--- src/sv/qmi_pkg.sv ---
`timescale 1ns / 1ps
`default_nettype none

package qmi_pkg;

    // Request codes carried on s_tuser.
    localparam logic [1:0] OP_PUSH   = 2'd0;
    localparam logic [1:0] OP_INSERT = 2'd1;
    localparam logic [1:0] OP_POP    = 2'd2;

    // Result status codes carried on m_tuser.
    localparam logic [1:0] STAT_OK    = 2'd0;
    localparam logic [1:0] STAT_EMPTY = 2'd1;
    localparam logic [1:0] STAT_FULL  = 2'd2;

    // Commands from the controller to the datapath. The first group acts at
    // the accepting edge, the fin_ group at the edge that completes a request.
    typedef struct packed {
        logic front_wr;       // write the request value at the front-half tail
        logic back_wr_tail;   // write the request value at the back-half tail
        logic back_wr_head;   // write the request value ahead of the back-half head
        logic front_rd;       // read and drop the front-half head
        logic back_rd;        // read and drop the back-half head (rebalancing move)
        logic fin_move;       // write the moved entry at the saved front-half slot
        logic fin_load;       // load the result data register
        logic fin_pop;        // result data comes from the front-half read
    } qmi_cmd_t;

    // Occupancy flags from the datapath.
    typedef struct packed {
        logic empty;
        logic full;
        logic odd;
    } qmi_status_t;

endpackage

`default_nettype wire

--- src/sv/qmi_ctrl.sv ---
`timescale 1ns / 1ps
`default_nettype none

module qmi_ctrl (
    input  wire logic                aclk,
    input  wire logic                aresetn,
    input  wire logic                s_tvalid,
    output logic                     s_tready,
    input  wire logic [1:0]          s_opcode,
    output logic                     m_tvalid,
    input  wire logic                m_tready,
    output logic [1:0]               m_status,
    input  wire qmi_pkg::qmi_status_t status,
    output qmi_pkg::qmi_cmd_t        cmd
);

    localparam logic ST_IDLE = 1'b0;
    localparam logic ST_FIN  = 1'b1;

    logic       state_reg, state_next;
    logic       mvalid_reg, mvalid_next;
    logic [1:0] mstat_reg;
    logic       res_reg, res_next;
    logic [1:0] rstat_reg, rstat_next;
    logic       pop_reg, pop_next;
    logic       move_reg, move_next;
    logic       accept;
    logic       fin_go;

    assign s_tready = (state_reg == ST_IDLE);
    assign accept   = s_tvalid && s_tready;
    assign m_tvalid = mvalid_reg;
    assign m_status = mstat_reg;

    // A finishing request waits only if it has a result and the output is held.
    assign fin_go = (state_reg == ST_FIN) && (!res_reg || !mvalid_reg || m_tready);

    always_comb begin
        cmd        = '0;
        state_next = state_reg;
        res_next   = res_reg;
        rstat_next = rstat_reg;
        pop_next   = pop_reg;
        move_next  = move_reg;

        unique case (state_reg)
            ST_IDLE: begin
                if (accept) begin
                    state_next = ST_FIN;
                    res_next   = 1'b0;
                    rstat_next = qmi_pkg::STAT_OK;
                    pop_next   = 1'b0;
                    move_next  = 1'b0;
                    unique case (s_opcode)
                        qmi_pkg::OP_PUSH: begin
                            if (status.full) begin
                                res_next   = 1'b1;
                                rstat_next = qmi_pkg::STAT_FULL;
                            end else if (status.empty) begin
                                cmd.front_wr = 1'b1;
                            end else if (status.odd) begin
                                cmd.back_wr_tail = 1'b1;
                            end else begin
                                // Front half falls one short: pull the back head over.
                                cmd.back_wr_tail = 1'b1;
                                cmd.back_rd      = 1'b1;
                                move_next        = 1'b1;
                            end
                        end
                        qmi_pkg::OP_INSERT: begin
                            if (status.full) begin
                                res_next   = 1'b1;
                                rstat_next = qmi_pkg::STAT_FULL;
                            end else if (status.odd) begin
                                cmd.back_wr_head = 1'b1;
                            end else begin
                                cmd.front_wr = 1'b1;
                            end
                        end
                        qmi_pkg::OP_POP: begin
                            res_next = 1'b1;
                            if (status.empty) begin
                                rstat_next = qmi_pkg::STAT_EMPTY;
                            end else begin
                                cmd.front_rd = 1'b1;
                                pop_next     = 1'b1;
                                if (!status.odd) begin
                                    cmd.back_rd = 1'b1;
                                    move_next   = 1'b1;
                                end
                            end
                        end
                        default: begin
                        end
                    endcase
                end
            end
            ST_FIN: begin
                if (fin_go) begin
                    cmd.fin_move = move_reg;
                    cmd.fin_load = res_reg;
                    cmd.fin_pop  = pop_reg;
                    state_next   = ST_IDLE;
                end
            end
            default: begin
                state_next = ST_IDLE;
            end
        endcase
    end

    always_comb begin
        mvalid_next = mvalid_reg;
        if (cmd.fin_load) begin
            mvalid_next = 1'b1;
        end else if (m_tready) begin
            mvalid_next = 1'b0;
        end
    end

    always_ff @(posedge aclk) begin
        if (!aresetn) begin
            state_reg  <= ST_IDLE;
            mvalid_reg <= 1'b0;
            res_reg    <= 1'b0;
            pop_reg    <= 1'b0;
            move_reg   <= 1'b0;
        end else begin
            state_reg  <= state_next;
            mvalid_reg <= mvalid_next;
            res_reg    <= res_next;
            pop_reg    <= pop_next;
            move_reg   <= move_next;
        end
    end

    always_ff @(posedge aclk) begin
        rstat_reg <= rstat_next;
        if (cmd.fin_load) begin
            mstat_reg <= rstat_reg;
        end
    end

endmodule

`default_nettype wire

--- config.mk ---
export PLATFORM = sky130hd
export DESIGN_NAME = qmi_ctrl
export DESIGN_NICKNAME = d
export VERILOG_FILES = /design/src/sv/qmi_pkg.sv /design/src/sv/qmi_ctrl.sv
export SDC_FILE = /design/constraint.sdc
export NUM_CORES = 1
export LEC_CHECK = 0
export ABC_AREA = 0
export BUFFER_PORTS_ARGS = -buffer_cell sky130_fd_sc_hd__buf_4
export CORE_AREA = 2 2 39 41
export DETAILED_ROUTE_END_ITERATION = 8
export DIE_AREA = 0 0 41 43
export HOLD_SLACK_MARGIN = 0.03
export SYNTH_ARGS = -nofsm -noshare
export SYNTH_HDL_FRONTEND = slang
export SYNTH_SLANG_ARGS = --single-unit
--- constraint.sdc ---
create_clock -name aclk -period 1.24 [get_ports aclk]
set_clock_uncertainty 0.05 [all_clocks]
set_input_delay 0 -clock aclk [delete_from_list [all_inputs] [get_ports aclk]]
set_output_delay 0 -clock aclk [all_outputs]
set_load 0.005 [all_outputs]
==> key figures <==
Outcome
  – Status: finished, violations left
  – Failing checks: negative setup slack

Critical path
  – Crit end category: output pin
  – Largest delay share family, worst path: simple AND/OR/NAND/NOR gates
  – Startpoint type of the worst setup path: flop
  – Worst path arrival time: 1330 ps
  – Bufs and invs on worst path: 1
  – CP max FO: 3
  – R2R depth: 4
  – Setup Crit Path Kind: flop to output pin
  – Worst Path Required: 1190 ps
  – Slowest Stage Delay on Critical Path: 350 ps
  – Critical path, cell by cell: nand2b_4 -> or3_4 -> nor2b_1 -> buf_4
  – Crit-path slowest cell: or3_4
  – WP depth: 4

Logic synthesis
  – Mean Syn Cell Area: 10.2 um2
  – Register bit count reported by yosys: 9
  – Synth Net Count: 52
  – Mapped cell area: 437 um2
  – Count of different cell masters after synthesis: 22
  – Seq/Total Area, Yosys: 50.4%
  – Synth warn: 0
  – Post-Syn Instances: 43

Cells and area
  – Commonest cells after routing, fill and taps aside: buf_4, edfxtp_1
  – # diodes: 0
  – Fin nets: 81
  – Share of cells above drive strength 1: 54.9%
  – Area delta synth->final: 63.3%
  – Commonest non-fill, non-tap cell in the layout: buf_4

Power and ir drop
  – Clock share of power: 34.0%
  – Internal Power: 503 uW
  – Leak: 0.000312 uW
  – Seq pwr share: 50.1%
  – Peak VDD IR: 542 uV
  – Switching share of power: 23.2%
  – PwrDens: 919 mW/mm2
  – Logic pwr share: 15.9%
  – Sw power: 152 uW

Clock network
  – # hold bufs at CTS: 3
  – Total CTS buffers: 3
  – H-tree depth: 1
  – TritonCTS Sinks: 9
  – Clk_lat worst skew: 260 ps
  – Root Driver: clkbuf_4
  – CTS tree: yes
  – Register clock-pin slew on the reported worst setup and hold paths: 60 ps
  – Bufs on Longest Clock Path: 2

Die
  – Rows: 14
  – Die Y: 43 um
  – Die area: 0.00176 mm2
  – Initial Util: 31.6%
  – IO Pins: 21
  – Core area: 0.00138 mm2
  – Die width: 41 um

Placement
  – GP Congestion: 0.706
  – # port buffers: 20
  – Setup WS pre-CTS: 75.6 ps
  – Detailed placer's ending HPWL: 668 um

Global routing
  – Gr ovfl total: 0
  – Tot GR Track Use: 13.0%
  – Initial antenna violation count: 0
  – First-pass GRT wire length: 1450 um
  – Pin count of the biggest net entering global routing: 7
  – Vias in the first global route: 369

Worst hold path
  – WHS Path Cells: 4
  – Hold Path Class: input port to flop

Timing
  – Minimum clock period: 1380 ps
  – Slew margin rel.: 87.7%
  – Final hold violations: 0
  – Slew Limit Fails: 0
  – Setup slack after layout: -143 ps
  – Final period util: 112%
  – Endpoints failing setup: 4
  – RSZ-0062 raised after global routing: true
  – Max frequency: 723 MHz
  – Setup total negative slack: -392 ps
  – Hold Slack: 3.00 ps
  – Worst-Margin Slew: 185 ps

Drt
  – Routed wire length: 952 um
  – Vias: 385
  – DRC viols: 0
  – Drt via density: 4.43
  – Initial drt markers: 1
  – Drt pass-1 iters: 4
  – Post-DRT Antenna Nets: 0
  – WL/cell: 10.9 um

Run
  – Max-cap viol count: 0
repair_timing:
item | in CTS | in global routing
pin swaps | 1 | 2
hold endpoints to repair | 5 | 2
resized for setup | 6 | 6
endpoints found under the setup margin | 6 | 8
buffers inserted | 2 | 0
synthesized netlist by cell type:
master    instances  share of area (%)
a21boi_1          1                1.7
inv_1             3                2.6
and2_1            2                2.9
nand2b_1          2                2.9
edfxtp_1          4                 28
nand2_1           3                2.6
nor2_1            3                2.6
nor2b_1           3                4.3
inv_2             1               0.86
and3_1            2                2.9
o21a_1            2                3.4
or3_1             1                1.4
nand3_1           1                1.1
or3_4             1                2.6
buf_4             1                1.7
nor3_2            3                6.9
a31oi_1           1                1.4
o21ai_1           1                1.1
nand2b_4          1                3.2
dfxtp_1           5                 23
a21oi_1           1                1.1
mux2i_1           1                2.3
through the flow:
| step | instance area (um2) | utilization, % | total power [uW] | std cells |
|---|---|---|---|---|
| finish | 713 | 51.5 | 655 | 87 |
| floorplan | 437 | - | 372 | 43 |
| global placement | 599 | 43.3 | 417 | 78 |
| global route | 713 | 51.5 | 700 | 87 |
| CTS | 694 | 50.2 | 663 | 87 |
| detailed placement | 599 | 43.3 | 418 | 78 |
kinds of logic (layout without fill, tap and decap cells):
group / count (synthesis) / in the layout / synth area share, %
simple gates: 22 / 22 / 33.2
flops: 9 / 9 / 50.4
compound gates: 6 / 6 / 8.88
buf+inv: 5 / 33 / 5.16
mux: 1 / 1 / 2.29
area by class of cell:
cell class	count	area [um2]
multi-input cells	29	231
well taps	16	20.0
flip-flops and latches	9	225
fillers	137	671
inverters	4	15.0
repair buffers	25	195
clock buffers	4	26.3
tightest hold or removal path: stages:
cell      delay, ps
buf_4            90
nor2b_4          40
nand3_1          70
a21boi_1         60
per-layer routing:
metal  vias to the layer above  GRT usage [%]  share of wire (%)
li1                        201              -                  -
met1                       166           15.1                 43
met2                        16           17.2                 47
met3                         2           5.24                7.4
met4                         0           12.0                2.2
met5                         -              0                  0
power groups by stage:
| stage | combinational, uW | sequential (uW) | clock [uW] |
|---|---|---|---|
| 2_1_floorplan | 37.1 | 335 | 0 |
| 3_3_place_gp | 80.6 | 336 | 0 |
| 3_5_place_dp | 81.0 | 337 | 0 |
| 4_1_cts | 102 | 328 | 233 |
| 5_1_grt | 115 | 330 | 255 |
| 6_report | 104 | 328 | 223 |
path summary, 6_finish.rpt:
| path | start | to | slack [ps] |
|---|---|---|---|
| max reg2reg | state_reg | pop_reg | 140 |
| min reg2reg | rstat_reg[0] | m_status[0] | 370 |
| max | state_reg | cmd[7] | -140 |
| min | m_tready | state_reg | 3 |
(Power assumes the default switching activity.)
